**src/rtl/core/lcs_pkg.sv**
```systemverilog
// Shared types, constants and widths of the lane centroid steering block.
// Depends on nothing; every other file in rtl/core refers to it by scoped names.
package lcs_pkg;

  // Longest scan row that is measured; further pixels only flag an overflow.
  localparam int MAX_WIDTH = 1024;

  // Column counter saturates at MAX_WIDTH, so it must hold that value.
  localparam int CNT_W = $clog2(MAX_WIDTH + 1);
  // Widest column index and centroid.
  localparam int COL_W = $clog2(MAX_WIDTH);
  // Sum of all column indexes of one row.
  localparam int SUM_W = $clog2(MAX_WIDTH * (MAX_WIDTH - 1) / 2 + 1);
  // Divider step counter.
  localparam int STEP_W = (SUM_W > 1) ? $clog2(SUM_W) : 1;

  // Field widths of the configuration and result.
  localparam int PIX_W = 8;
  localparam int XCOL_W = 10;
  localparam int OFS_W = 11;
  localparam int CMP_W = (CNT_W > XCOL_W) ? CNT_W : XCOL_W;
  localparam int LANE_W = (COL_W > XCOL_W) ? COL_W : XCOL_W;
  localparam logic [XCOL_W-1:0] XCOL_MAX = '1;

  // Row queue between the accumulator and the division back end.
  localparam int QDEPTH = 2;
  localparam int QPTR_W = (QDEPTH > 1) ? $clog2(QDEPTH) : 1;
  localparam int QCNT_W = $clog2(QDEPTH + 1);

  // Configuration port.
  localparam int PADDR_W = 5;
  localparam int PDATA_W = 32;

  typedef enum logic [2:0] {
    REG_THRESHOLD_LOW  = 3'd0,
    REG_THRESHOLD_HIGH = 3'd1,
    REG_SPLIT_COLUMN   = 3'd2,
    REG_CAMERA_CENTER  = 3'd3,
    REG_DEADBAND       = 3'd4
  } reg_index_t;

  localparam logic [PIX_W-1:0]  THRESHOLD_LOW_RESET  = 8'd210;
  localparam logic [PIX_W-1:0]  THRESHOLD_HIGH_RESET = 8'd255;
  localparam logic [XCOL_W-1:0] SPLIT_COLUMN_RESET   = 10'd294;
  localparam logic [XCOL_W-1:0] CAMERA_CENTER_RESET  = 10'd294;
  localparam logic [XCOL_W-1:0] DEADBAND_RESET       = 10'd10;

  typedef enum logic [1:0] {
    STEER_STRAIGHT = 2'd0,
    STEER_LEFT     = 2'd1,
    STEER_RIGHT    = 2'd2
  } steer_t;

  typedef struct packed {
    logic [PIX_W-1:0]  threshold_low;
    logic [PIX_W-1:0]  threshold_high;
    logic [XCOL_W-1:0] split_column;
    logic [XCOL_W-1:0] camera_center_x;
    logic [XCOL_W-1:0] deadband;
  } cfg_t;

  // Totals of one finished row.
  typedef struct packed {
    logic [SUM_W-1:0] left_sum;
    logic [CNT_W-1:0] left_count;
    logic [SUM_W-1:0] right_sum;
    logic [CNT_W-1:0] right_count;
    logic             overflow;
  } row_rec_t;

  typedef struct packed {
    logic full;
    logic empty;
  } q_stat_t;

endpackage

```
**src/rtl/core/lcs_front.sv**
```systemverilog
// Front end: classifies each pixel and accumulates per-side column sums and counts.
// Depends on lcs_pkg; hands one row_rec_t per finished row to lcs_queue.
module lcs_front (
  input  logic                 clk,
  input  logic                 rst,
  input  lcs_pkg::cfg_t        cfg,
  input  logic                 accept,
  input  logic [lcs_pkg::PIX_W-1:0] pixel,
  input  logic                 last_in_row,
  output logic                 push,
  output lcs_pkg::row_rec_t    rec
);

  logic [lcs_pkg::CNT_W-1:0] column, column_next;
  logic [lcs_pkg::SUM_W-1:0] left_sum, left_sum_next;
  logic [lcs_pkg::SUM_W-1:0] right_sum, right_sum_next;
  logic [lcs_pkg::CNT_W-1:0] left_count, left_count_next;
  logic [lcs_pkg::CNT_W-1:0] right_count, right_count_next;
  logic                      overflow_seen, overflow_seen_next;
  logic                      is_white;
  logic                      is_left;
  logic                      beyond;

  assign beyond   = (column == lcs_pkg::CNT_W'(lcs_pkg::MAX_WIDTH));
  assign is_white = (pixel >= cfg.threshold_low) && (pixel <= cfg.threshold_high);
  assign is_left  = (lcs_pkg::CMP_W'(column) < lcs_pkg::CMP_W'(cfg.split_column));

  always_comb begin
    column_next        = column;
    left_sum_next      = left_sum;
    right_sum_next     = right_sum;
    left_count_next    = left_count;
    right_count_next   = right_count;
    overflow_seen_next = overflow_seen;
    if (beyond) begin
      overflow_seen_next = 1'b1;
    end else begin
      column_next = column + 1'b1;
      if (is_white && is_left) begin
        left_sum_next   = left_sum + lcs_pkg::SUM_W'(column);
        left_count_next = left_count + 1'b1;
      end else if (is_white) begin
        right_sum_next   = right_sum + lcs_pkg::SUM_W'(column);
        right_count_next = right_count + 1'b1;
      end
    end
  end

  assign push             = accept && last_in_row;
  assign rec.left_sum     = left_sum_next;
  assign rec.left_count   = left_count_next;
  assign rec.right_sum    = right_sum_next;
  assign rec.right_count  = right_count_next;
  assign rec.overflow     = overflow_seen_next;

  always_ff @(posedge clk) begin
    if (rst || push) begin
      column        <= '0;
      left_sum      <= '0;
      right_sum     <= '0;
      left_count    <= '0;
      right_count   <= '0;
      overflow_seen <= 1'b0;
    end else if (accept) begin
      column        <= column_next;
      left_sum      <= left_sum_next;
      right_sum     <= right_sum_next;
      left_count    <= left_count_next;
      right_count   <= right_count_next;
      overflow_seen <= overflow_seen_next;
    end
  end

endmodule

```
**src/rtl/core/lcs_queue.sv**
```systemverilog
// Short queue of finished row totals between the front end and the back end.
// Depends on lcs_pkg for the record type and depth.
module lcs_queue (
  input  logic               clk,
  input  logic               rst,
  input  logic               push,
  input  lcs_pkg::row_rec_t  rec_in,
  input  logic               pop,
  output lcs_pkg::row_rec_t  head,
  output lcs_pkg::q_stat_t   stat
);

  lcs_pkg::row_rec_t          entry [lcs_pkg::QDEPTH];
  logic [lcs_pkg::QPTR_W-1:0] wr_ptr;
  logic [lcs_pkg::QPTR_W-1:0] rd_ptr;
  logic [lcs_pkg::QCNT_W-1:0] count;
  logic                       do_push;
  logic                       do_pop;

  function automatic logic [lcs_pkg::QPTR_W-1:0] wrap_inc(input logic [lcs_pkg::QPTR_W-1:0] p);
    if (p == lcs_pkg::QPTR_W'(lcs_pkg::QDEPTH - 1)) begin
      return '0;
    end
    return p + 1'b1;
  endfunction

  assign stat.full  = (count == lcs_pkg::QCNT_W'(lcs_pkg::QDEPTH));
  assign stat.empty = (count == '0);
  assign do_push    = push && !stat.full;
  assign do_pop     = pop && !stat.empty;
  assign head       = entry[rd_ptr];

  always_ff @(posedge clk) begin
    if (do_push) begin
      entry[wr_ptr] <= rec_in;
    end
  end

  always_ff @(posedge clk) begin
    if (rst) begin
      wr_ptr <= '0;
      rd_ptr <= '0;
      count  <= '0;
    end else begin
      if (do_push) begin
        wr_ptr <= wrap_inc(wr_ptr);
      end
      if (do_pop) begin
        rd_ptr <= wrap_inc(rd_ptr);
      end
      if (do_push && !do_pop) begin
        count <= count + 1'b1;
      end else if (do_pop && !do_push) begin
        count <= count - 1'b1;
      end
    end
  end

endmodule

```
**src/rtl/core/lcs_back.sv**
```systemverilog
// Back end: two bit-serial dividers for the centroids, lane center, offset and steering.
// Depends on lcs_pkg; takes rows from lcs_queue and drives the result register.
module lcs_back (
  input  logic                         clk,
  input  logic                         rst,
  input  lcs_pkg::cfg_t                cfg,
  input  lcs_pkg::row_rec_t            head,
  input  logic                         q_empty,
  output logic                         pop,
  output logic                         out_valid,
  input  logic                         out_stall,
  output logic [lcs_pkg::XCOL_W-1:0]   lane_center_x,
  output logic                         lanes_found,
  output logic signed [lcs_pkg::OFS_W-1:0] center_offset,
  output logic [1:0]                   steer,
  output logic                         row_overflow
);

  typedef enum logic [1:0] {
    S_IDLE,
    S_DIV,
    S_MIX,
    S_EMIT
  } state_t;

  typedef struct packed {
    logic [lcs_pkg::SUM_W-1:0] num;
    logic [lcs_pkg::SUM_W-1:0] quo;
    logic [lcs_pkg::CNT_W-1:0] rem;
  } div_t;

  state_t                      state;
  div_t                        div_l, div_r;
  div_t                        div_l_next, div_r_next;
  logic [lcs_pkg::CNT_W-1:0]   den_l, den_r;
  logic [lcs_pkg::STEP_W-1:0]  step;
  logic                        found;
  logic                        overflow;
  logic [lcs_pkg::XCOL_W-1:0]  lane;
  logic [lcs_pkg::COL_W:0]     lane_sum;
  logic [lcs_pkg::LANE_W-1:0]  lane_ext;
  logic [lcs_pkg::XCOL_W-1:0]  lane_sat;
  logic signed [lcs_pkg::OFS_W-1:0] diff;
  lcs_pkg::steer_t             steer_sel;
  logic                        out_free;

  // One restoring division step: one quotient bit per cycle.
  function automatic div_t div_step(input div_t d, input logic [lcs_pkg::CNT_W-1:0] den);
    logic [lcs_pkg::CNT_W:0] trial;
    logic                    ge;
    div_t                    r;
    trial = {d.rem, d.num[lcs_pkg::SUM_W-1]};
    ge    = (trial >= {1'b0, den});
    r.num = d.num << 1;
    r.quo = {d.quo[lcs_pkg::SUM_W-2:0], ge};
    r.rem = ge ? lcs_pkg::CNT_W'(trial - {1'b0, den}) : trial[lcs_pkg::CNT_W-1:0];
    return r;
  endfunction

  assign div_l_next = div_step(div_l, den_l);
  assign div_r_next = div_step(div_r, den_r);

  // Mean of the two centroids, clamped to the 10-bit result range.
  assign lane_sum = {1'b0, div_l.quo[lcs_pkg::COL_W-1:0]}
                  + {1'b0, div_r.quo[lcs_pkg::COL_W-1:0]};
  assign lane_ext = lcs_pkg::LANE_W'(lane_sum[lcs_pkg::COL_W:1]);
  assign lane_sat = (lane_ext > lcs_pkg::LANE_W'(lcs_pkg::XCOL_MAX))
                  ? lcs_pkg::XCOL_MAX : lane_ext[lcs_pkg::XCOL_W-1:0];

  assign diff = $signed({1'b0, cfg.camera_center_x}) - $signed({1'b0, lane});

  always_comb begin
    if (diff > 0) begin
      steer_sel = (diff[lcs_pkg::XCOL_W-1:0] < cfg.deadband)
                ? lcs_pkg::STEER_STRAIGHT : lcs_pkg::STEER_LEFT;
    end else if (diff < 0) begin
      steer_sel = lcs_pkg::STEER_RIGHT;
    end else begin
      steer_sel = lcs_pkg::STEER_STRAIGHT;
    end
  end

  assign pop      = (state == S_IDLE) && !q_empty;
  assign out_free = !out_valid || !out_stall;

  always_ff @(posedge clk) begin
    if (rst) begin
      state     <= S_IDLE;
      out_valid <= 1'b0;
    end else begin
      if ((state == S_EMIT) && out_free) begin
        out_valid <= 1'b1;
      end else if (!out_stall) begin
        out_valid <= 1'b0;
      end
      unique case (state)
        S_IDLE: begin
          if (pop) begin
            div_l    <= '{num: head.left_sum, quo: '0, rem: '0};
            div_r    <= '{num: head.right_sum, quo: '0, rem: '0};
            den_l    <= head.left_count;
            den_r    <= head.right_count;
            found    <= (head.left_count != '0) && (head.right_count != '0);
            overflow <= head.overflow;
            step     <= lcs_pkg::STEP_W'(lcs_pkg::SUM_W - 1);
            state    <= S_DIV;
          end
        end
        S_DIV: begin
          div_l <= div_l_next;
          div_r <= div_r_next;
          step  <= step - 1'b1;
          if (step == '0) begin
            state <= S_MIX;
          end
        end
        S_MIX: begin
          lane  <= found ? lane_sat : cfg.camera_center_x;
          state <= S_EMIT;
        end
        S_EMIT: begin
          if (out_free) begin
            lane_center_x <= lane;
            lanes_found   <= found;
            center_offset <= diff;
            steer         <= steer_sel;
            row_overflow  <= overflow;
            state         <= S_IDLE;
          end
        end
        default: state <= S_IDLE;
      endcase
    end
  end

endmodule

```
**src/rtl/core/lane_centroid_steering_top.sv**
```systemverilog
// Top level of the lane centroid steering block: register file, front end,
// row queue and division back end. Depends on lcs_pkg, lcs_front, lcs_queue, lcs_back.
//
//   Channel   Direction  Handshake                      Payload
//   input     in         in_valid / in_stall            pixel, last_in_row
//   output    out        out_valid / out_stall          lane_center_x, lanes_found,
//                                                       center_offset, steer, row_overflow
//   config    in/out     psel, penable, pwrite, pready  paddr, pwdata, prdata
//
// The front end takes pixel requests while the queue has room. For each row the
// back end takes the row from the queue, runs SUM_W steps of the two bit-serial
// dividers, forms the lane center and loads the result register once it is free.
// The queue holds two finished rows; when it is full in_stall rises and stays
// high until the back end takes a row. A stalled result waits in the output
// register while the back end finishes one more row, which then waits for the
// register, so only a long result stall fills the queue and reaches the front end.
// The synchronous reset rst clears
// the row totals, the queue, the back end and the result flag, and loads the
// configuration registers with their default values; no clearing pass follows.
module lane_centroid_steering_top (
  input  logic                              clk,
  input  logic                              rst,
  // Pixel requests
  input  logic                              in_valid,
  output logic                              in_stall,
  input  logic [lcs_pkg::PIX_W-1:0]         pixel,
  input  logic                              last_in_row,
  // Row results
  output logic                              out_valid,
  input  logic                              out_stall,
  output logic [lcs_pkg::XCOL_W-1:0]        lane_center_x,
  output logic                              lanes_found,
  output logic signed [lcs_pkg::OFS_W-1:0]  center_offset,
  output logic [1:0]                        steer,
  output logic                              row_overflow,
  // Configuration
  input  logic                              psel,
  input  logic                              penable,
  input  logic                              pwrite,
  input  logic [lcs_pkg::PADDR_W-1:0]       paddr,
  input  logic [lcs_pkg::PDATA_W-1:0]       pwdata,
  output logic [lcs_pkg::PDATA_W-1:0]       prdata,
  output logic                              pready
);

  lcs_pkg::cfg_t      cfg;
  lcs_pkg::row_rec_t  rec;
  lcs_pkg::row_rec_t  head;
  lcs_pkg::q_stat_t   q_stat;
  logic               accept;
  logic               push;
  logic               pop;
  logic               cfg_write;
  logic [2:0]         reg_sel;

  // Configuration registers. Registers sit on word addresses; the low two
  // address bits are ignored and writes beyond the last register are dropped.
  assign pready    = 1'b1;
  assign reg_sel   = paddr[4:2];
  assign cfg_write = psel && penable && pwrite && pready;

  always_ff @(posedge clk) begin
    if (rst) begin
      cfg.threshold_low   <= lcs_pkg::THRESHOLD_LOW_RESET;
      cfg.threshold_high  <= lcs_pkg::THRESHOLD_HIGH_RESET;
      cfg.split_column    <= lcs_pkg::SPLIT_COLUMN_RESET;
      cfg.camera_center_x <= lcs_pkg::CAMERA_CENTER_RESET;
      cfg.deadband        <= lcs_pkg::DEADBAND_RESET;
    end else if (cfg_write) begin
      unique case (reg_sel)
        lcs_pkg::REG_THRESHOLD_LOW:  cfg.threshold_low   <= pwdata[lcs_pkg::PIX_W-1:0];
        lcs_pkg::REG_THRESHOLD_HIGH: cfg.threshold_high  <= pwdata[lcs_pkg::PIX_W-1:0];
        lcs_pkg::REG_SPLIT_COLUMN:   cfg.split_column    <= pwdata[lcs_pkg::XCOL_W-1:0];
        lcs_pkg::REG_CAMERA_CENTER:  cfg.camera_center_x <= pwdata[lcs_pkg::XCOL_W-1:0];
        lcs_pkg::REG_DEADBAND:       cfg.deadband        <= pwdata[lcs_pkg::XCOL_W-1:0];
        default: ;
      endcase
    end
  end

  always_comb begin
    unique case (reg_sel)
      lcs_pkg::REG_THRESHOLD_LOW:  prdata = lcs_pkg::PDATA_W'(cfg.threshold_low);
      lcs_pkg::REG_THRESHOLD_HIGH: prdata = lcs_pkg::PDATA_W'(cfg.threshold_high);
      lcs_pkg::REG_SPLIT_COLUMN:   prdata = lcs_pkg::PDATA_W'(cfg.split_column);
      lcs_pkg::REG_CAMERA_CENTER:  prdata = lcs_pkg::PDATA_W'(cfg.camera_center_x);
      lcs_pkg::REG_DEADBAND:       prdata = lcs_pkg::PDATA_W'(cfg.deadband);
      default:                     prdata = '0;
    endcase
  end

  // A pixel is taken whenever the queue can absorb a possible row end.
  assign in_stall = q_stat.full;
  assign accept   = in_valid && !in_stall;

  lcs_front u_front (
    .clk         (clk),
    .rst         (rst),
    .cfg         (cfg),
    .accept      (accept),
    .pixel       (pixel),
    .last_in_row (last_in_row),
    .push        (push),
    .rec         (rec)
  );

  lcs_queue u_queue (
    .clk    (clk),
    .rst    (rst),
    .push   (push),
    .rec_in (rec),
    .pop    (pop),
    .head   (head),
    .stat   (q_stat)
  );

  lcs_back u_back (
    .clk           (clk),
    .rst           (rst),
    .cfg           (cfg),
    .head          (head),
    .q_empty       (q_stat.empty),
    .pop           (pop),
    .out_valid     (out_valid),
    .out_stall     (out_stall),
    .lane_center_x (lane_center_x),
    .lanes_found   (lanes_found),
    .center_offset (center_offset),
    .steer         (steer),
    .row_overflow  (row_overflow)
  );

  // A row without both lane halves always reports a centered, straight result.
  a_not_found_straight: assert property (@(posedge clk) disable iff (rst)
    out_valid && !lanes_found |-> center_offset == '0 && steer == lcs_pkg::STEER_STRAIGHT)
    else $error("missing lane half did not give a zero offset and straight steering");

  // Turning right only ever follows a negative offset, turning left a positive one.
  a_steer_sign: assert property (@(posedge clk) disable iff (rst)
    out_valid && (steer == lcs_pkg::STEER_RIGHT || steer == lcs_pkg::STEER_LEFT)
      |-> (steer == lcs_pkg::STEER_RIGHT) == center_offset[lcs_pkg::OFS_W-1])
    else $error("steering command disagrees with the sign of the offset");

  // The queue can never look full and empty at once.
  a_queue_state: assert property (@(posedge clk) disable iff (rst)
    !(q_stat.full && q_stat.empty))
    else $error("row queue reports full and empty together");

  // A row end is never offered to a full queue, so no row is dropped.
  a_no_lost_row: assert property (@(posedge clk) disable iff (rst)
    push |-> !q_stat.full)
    else $error("finished row pushed into a full queue");

endmodule
```
**config.mk**
```make
export PLATFORM = sky130hd
export DESIGN_NAME = lane_centroid_steering_top
export DESIGN_NICKNAME = d
export VERILOG_FILES = /design/src/rtl/core/lcs_pkg.sv /design/src/rtl/core/lcs_front.sv /design/src/rtl/core/lcs_queue.sv /design/src/rtl/core/lcs_back.sv /design/src/rtl/core/lane_centroid_steering_top.sv
export SDC_FILE = /design/constraint.sdc
export NUM_CORES = 1
export LEC_CHECK = 0
export ABC_AREA = 1
export BUFFER_PORTS_ARGS = -buffer_cell sky130_fd_sc_hd__clkbuf_2
export CAP_MARGIN = 10
export CORE_UTILIZATION = 44
export CTS_CLUSTER_SIZE = 20
export DETAILED_ROUTE_END_ITERATION = 10
export PLACE_DENSITY_LB_ADDON = 0.12
export SYNTH_ARGS = -nofsm -noshare
export SYNTH_HDL_FRONTEND = slang
export SYNTH_SLANG_ARGS = --single-unit
```
**constraint.sdc**
```tcl
create_clock -name clk -period 7.63 [get_ports clk]
set_input_delay 0.3815 -clock clk [delete_from_list [all_inputs] [get_ports clk]]
set_output_delay 0.3815 -clock clk [all_outputs]
set_load 0.1 [all_outputs]
```
# ---- Yosys cells after proc, flatten, opt, wreduce, memory -nomap -nowiden
# Memories as Yosys holds them, arrays and structs flattened. A register that Yosys moved wholly into a read port is not among the register bits.
# Cells that the tools add are included.
dict set report word_totals {
  ff_bits 285
  mem_bits_rw 122
  inputBits 53
  out_inout_bits 60
  word_cells 159
  memories 1
}
# name depth word_bits read_ports rd_clocked_by_memory_dff write_ports line
set mem_list {}
lappend mem_list {u_queue.entry 2 61 1 1 1 lcs_queue.sv:13} ;# lcs_pkg::row_rec_t entry [lcs_pkg::QDEPTH];
dict set report classes {
  n_addsub 14
  magnitude_cmp 9
  eq_ne 13
  muxes 47
  n_bitwise 2
  reduce_logical 40
}
# cell n
set op_table {}
lappend op_table {{49-bit case mux with 2 select lines} 2}
lappend op_table {{49-bit two-way mux} 2}
lappend op_table {{19-bit two-way mux} 5}
lappend op_table {{11-bit two-way mux} 7}
lappend op_table {{10-bit case mux with 5 select lines} 1}
lappend op_table {{19-bit by 11-bit adder with 19-bit output} 2}
lappend op_table {{11-bit by 1-bit adder with 11-bit output, second input constant} 3}
lappend op_table {{12-bit by 11-bit >= comparator with 1-bit output} 2}
lappend op_table {{11-bit nonzero test} 2}
lappend op_table {{11-bit subtractor} 2}
lappend op_table {{10-bit two-way mux} 2}
lappend op_table {{1-bit two-way mux} 18}
lappend op_table {{2-bit two-way mux} 7}
lappend op_table {{2-bit AND reduction} 7}
lappend op_table {{1-bit logical AND} 13}
lappend op_table {{3-bit AND reduction} 4}
lappend op_table {{10-bit by 10-bit adder with 11-bit output} 1}
lappend op_table {{11-bit equality test, second input constant} 1}
lappend op_table {{11-bit by 1-bit > comparator with 1-bit output, second input constant} 1}
lappend op_table {{11-bit by 1-bit less-than comparator with 1-bit output, second input constant} 1}
lappend op_table {{11-bit by 10-bit less-than comparator with 1-bit output} 1}
lappend op_table {{10-bit by 10-bit subtractor with 11-bit output} 1}
lappend op_table {{10-bit > comparator, second input constant} 1}
lappend op_table {{10-bit less-than comparator} 1}
lappend op_table {{other kinds (23)} 38}

# ---- Depth between registers and ports, before layout
dict set report logic_depth {
  ltp_word 9
  depth_mapped 18
  ltp_nobuf 18
}

# ---- Modules after synthesis
# A second synthesis with hierarchy kept.
dict set report unflattened {
  hier_cells 2556
  area_unflattened_um2 21943.5
}
# mod n_inst cells_each area_per_inst_um2 seq_area_each_um2
set modules_own_cells {}
lappend modules_own_cells {lcs_back 1 902 8194.1 4384.2}
lappend modules_own_cells {lcs_front 1 1052 6287.3 1441.4}
lappend modules_own_cells {lcs_queue 1 227 4953.5 3763.6}
lappend modules_own_cells {lane_centroid_steering_top 1 375 2508.7 920.9}

# ---- Worst setup path before layout
# Ideal clock, no wire load.
dict set report synth_path {
  path_kind {flip-flop to flip-flop}
  start {register u_back.state[1]}
  end {register u_back.div_l[0] in the netlist's numbering (enable)}
  setup_ns 0.655
  arrival_ns 7.294
  required_time_ns 6.975
  path_slack_ns -0.319
  stages_incl_launch_ff 6
  path_buffers 1
  period_less_slack_ns 7.949
  path_cell_list {dfxtp_1 > inv_1 > ha_1 > clkbuf_1 > clkinv_1 > a211oi_1}
}
dict set report synth_between {
  elab_chain_cells 4
  word_cells_on_any_way 6
  cone_classes {2 x eq/ne; 4 x reduce/logical}
}
# item line
set synth_rtl {}
lappend synth_rtl {{start, declared} lcs_back.sv:32} ;# state_t state;
lappend synth_rtl {{start signal, assigned} lcs_back.sv:88} ;# state <= S_IDLE;
lappend synth_rtl {{start signal, assigned} lcs_back.sv:106} ;# state <= S_DIV;
lappend synth_rtl {{start signal, assigned} lcs_back.sv:114} ;# state <= S_MIX;
lappend synth_rtl {{2-bit zero test} {lcs_back.sv:83, lcs_back.sv:96}}
lappend synth_rtl {{1-bit logical AND} lcs_back.sv:83} ;# assign pop = (state == S_IDLE) && !q_empty;
lappend synth_rtl {{2-bit inequality test (no line)} --}
lappend synth_rtl {{3-bit AND reduction (no line) *} --}
lappend synth_rtl {{end signal, assigned} lcs_back.sv:99} ;# div_l <= '{num: head.left_sum, quo: '0, rem: '0};
lappend synth_rtl {{end signal, assigned} lcs_back.sv:110} ;# div_l <= div_l_next;
lappend synth_rtl {{end, declared} lcs_back.sv:33} ;# div_t div_l, div_r;
# Mark *: on every way between the ends. The rest lies on a longest branch, timed or not.
# A chain may end at the register's enable or synchronous reset.

# ---- Final worst setup path
dict set report layout_path {
  start {register u_back.state[1]}
  end {register u_back.div_r[32] in the netlist's numbering (enable)}
}
dict set report layout_between {
  elab_chain_cells 4
  word_cells_on_any_way 6
  cone_classes {2 x eq/ne; 4 x reduce/logical}
}
# item line
set layout_rtl {}
lappend layout_rtl {{2-bit zero test} {lcs_back.sv:83, lcs_back.sv:96}}
lappend layout_rtl {{1-bit logical AND} lcs_back.sv:83}
lappend layout_rtl {{2-bit inequality test (no line)} --}
lappend layout_rtl {{3-bit AND reduction (no line) *} --}
lappend layout_rtl {{end signal, assigned} lcs_back.sv:100} ;# div_r <= '{num: head.right_sum, quo: '0, rem: '0};
lappend layout_rtl {{end signal, assigned} lcs_back.sv:111} ;# div_r <= div_r_next;
lappend layout_rtl {{end, declared} lcs_back.sv:33}
# Marked as above.

==> results.md <==
- Final-report setup violation count: 0
- Outcome: finished, final reports clean
- Largest family of logic cells by synthesized area: simple AND/OR/NAND/NOR gates
- Hold Startpoint: out_stall
- Min-Delay Path Class: in2reg
- RSZ-0062 raised after global routing: no
- Clk slew on worst S/H paths: 0.06 ns
- Placed insts: 2975
- Post-synthesis xor/xnor area fraction: 2.05%
- Top_reg_cell synth: edfxtp_1
- Nets: 2589
- First-pass GRT wire length: 77300 µm
- Final Hold Fails: 0
- Crit path arrival time: 4.64 ns
- CTS H-tree depth: 2
- Diodes inserted: 0
- R2r setup slk: 3.17 ns
- Pwr Total: 7.42 mW
- Hold_ws: 0.0980 ns
- Synth Area per Inst: 8.65 µm²
- Post-Route WL: 47400 µm
- Post-Layout Cell Count: 3059
- Mux cell area share after synthesis: 0.195%
- Remaining Overflow, GRT: 0
- Mapped cell area: 20500 µm²
- Area of the multi-input gates: 8320 µm²
- Largest net degree at the start of global routing: 81
- Initial antenna violation count: 0
- Ports: 113
- Simple-gate portion of the synthesized area: 18.2%
- Cells after Synth: 2370
- Reg area: 10500 µm²
- Fin crit share: 58.4%
- Critical path launch point type: flip-flop
- Static leakage: 10.3 nW
- CTS root buf: clkbuf_16
- Worst r2r dst: u_back.div_r[32]$_DFFE_PP_
- Sequential area share after synthesis: 51.3%
- HPWL after DPL: 31600 µm
- Slew Limit Headroom: 24.6%
- Distinct cells, synth: 54
- Max-Cap Viols: 0
- Crit Reg-Reg Startpoint: u_back.state[1]$_SDFFE_PP0P_
- Hold EP: u_back.out_valid$_SDFFE_PP0P_
- Syn-to-layout area delta: 11.7%
- Crit Path Max Fanout: 80
- Post-DRT Antenna Nets: 0
- Core ar.: 45700 µm²
- Drc violations: 0
- Cell depth of the worst hold path: 3
- Worst VDD drop: 0.000187 V
- Fmax: 0.224 GHz
- Post-Route Setup TNS: 0 ns
- Starting Density: 44.9%
- Worst-skew pair later-pin latency: 0.58 ns
- DR pass1 iterations: 6
- Global placer's final weighted congestion: 0.894
- Fillers: 4290
- Total track usage: 20.4%
- Crit. End Element: flip-flop
- Critical path type: reg2reg
- Synth Area in Adders: 7.18%
- Number of global-route vias before repair: 15000
- Number of synthesized flops with an enable pin: 266
- CTS Hold Bufs: 0
- CTS Buffer Depth: 3
- First DRT Iteration DRCs: 973
- Num Clock Sinks: 392
- Compound-gate portion of the synthesized area: 12.3%
- Die height: 218 µm
- Skew final: 0.0220 ns
- CTS tree: built
- Worst-margin pin slew: 1.13 ns
- Die X: 218 µm
- CP Data Required Time: 7.81 ns
- Final Max Tran Viols: 0
- Cell Pwr Density: 324 nW/µm²
- Synthesis-stage register bit count: 392
- Fin crit period: 4.46 ns
- Reg2Reg Depth: 7
- Vias per cell: 5.08
- Die ar.: 47400 µm²
- Fin area: 22900 µm²
- Row count: 78
- IO Port Bufs: 65
- Post-CTS sizing: 0
- Post-CTS Setup Bufs: 0
- CTS Buf Count: 45
- Via count: 15500
- DR WL/cell: 15.5 µm
- Share of cells above drive strength 1: 7.48%
- Async SR Flop Fraction: 0%
- DP Area: 21300 µm²
- Synth warnings: 0
## worst max-delay path by stage
stage                                       from                            end  slack, ns  cells past startpoint
floorplan           u_back.state[1]$_SDFFE_PP0P_  u_back.div_l[0]$_SDFFCE_PN0P_       2.63                      5
global placement    u_back.state[1]$_SDFFE_PP0P_     u_back.div_l[43]$_DFFE_PP_       3.21                      7
global route        u_back.state[1]$_SDFFE_PP0P_     u_back.div_r[32]$_DFFE_PP_       2.75                      7
finish              u_back.state[1]$_SDFFE_PP0P_     u_back.div_r[32]$_DFFE_PP_       3.17                      7
CTS                 u_back.state[1]$_SDFFE_PP0P_     u_back.div_r[32]$_DFFE_PP_       3.01                      7
detailed placement  u_back.state[1]$_SDFFE_PP0P_     u_back.div_l[44]$_DFFE_PP_       3.06                      7
## area by class of cell
class                           count  area share (%)
Clock inverter                     21            1.27
Timing Repair Buffer               79            1.88
Sequential cell                   392            45.9
Tap cell                          600            3.28
Clock buffer                       63            5.67
Multi-Input combinational cell   1563            36.4
Inverter                          341            5.59
## routing by layer
layer	GRT usage [%]	part of all wire, %	up-vias
li1	-	-	7984
met1	27.2	47	7247
met2	34.2	47	252
met3	2.87	3.9	66
met4	6.29	2.3	0
met5	0	0	-
## cell usage after synthesis (8+ instances only)
library cell    n  area, µm²
nand4_1        22        138
o21ai_1        29        145
ha_1          108       1350
xor2_1         39        342
a21oi_1       232       1160
dfxtp_1       126       2520
buf_4          25        188
edfxtp_1      266       7990
nor2_1        197        739
nand3_1       108        541
o211ai_1       16        120
inv_2           8       30.0
o21ai_0       151        756
nor4_1          8       50.1
clkbuf_1       45        169
nand2_1       520       1950
buf_2          12       60.1
inv_1         331       1240
nor3_1         26        130
## report_power, final
group	internal [mW]	switching (mW)
sequential	2.82	0.205
clock	1.42	0.859
combinational	0.644	1.47
## placed cells by master, fill, tap and decap left out, types with 22 or more instances in the layout
cell type	instances
conb_1	23
nand4_1	22
nand3_1	108
nor2_1	194
nor3_1	25
dfxtp_1	125
nand2_1	520
clkbuf_2	65
o21ai_0	151
inv_1	330
o21ai_1	29
a21oi_1	232
edfxtp_1	266
ha_1	107
clkbuf_16	47
xor2_1	39
## critical path, stage by stage, from the launching register on
cell and delay [ns]:
dfxtp_1 0.32, inv_1 0.12, ha_2 0.18, buf_4 0.72, clkinv_1 0.31, buf_4 0.39
a211oi_4 1.01, buf_4 0.89
## cells by family after synthesis
logic type	after synthesis
buf+inv	436
fa+ha+maj	114
simple gates	902
mux	4
flops	392
other cells	2
xor+xnor	47
compound gates	473
## flip-flops by register name (all words and copies together) (netlist names), 19 cells and up, named ones only
register and flops:
u_queue.entry 122, u_back.div_l 40, u_front.left_sum 19, u_front.right_sum 19, cfg 46, u_back.div_r 40
## metrics by stage
stage | util [%] | setup slack [ns]
after detailed placement | 46.6 | 3.06
after global placement | 46.6 | 3.21
after global routing | 50.1 | 2.75
after CTS | 50.1 | 3.01
final | 50.1 | 3.17
after floorplan | - | 2.63
(Power assumes the default switching activity.)
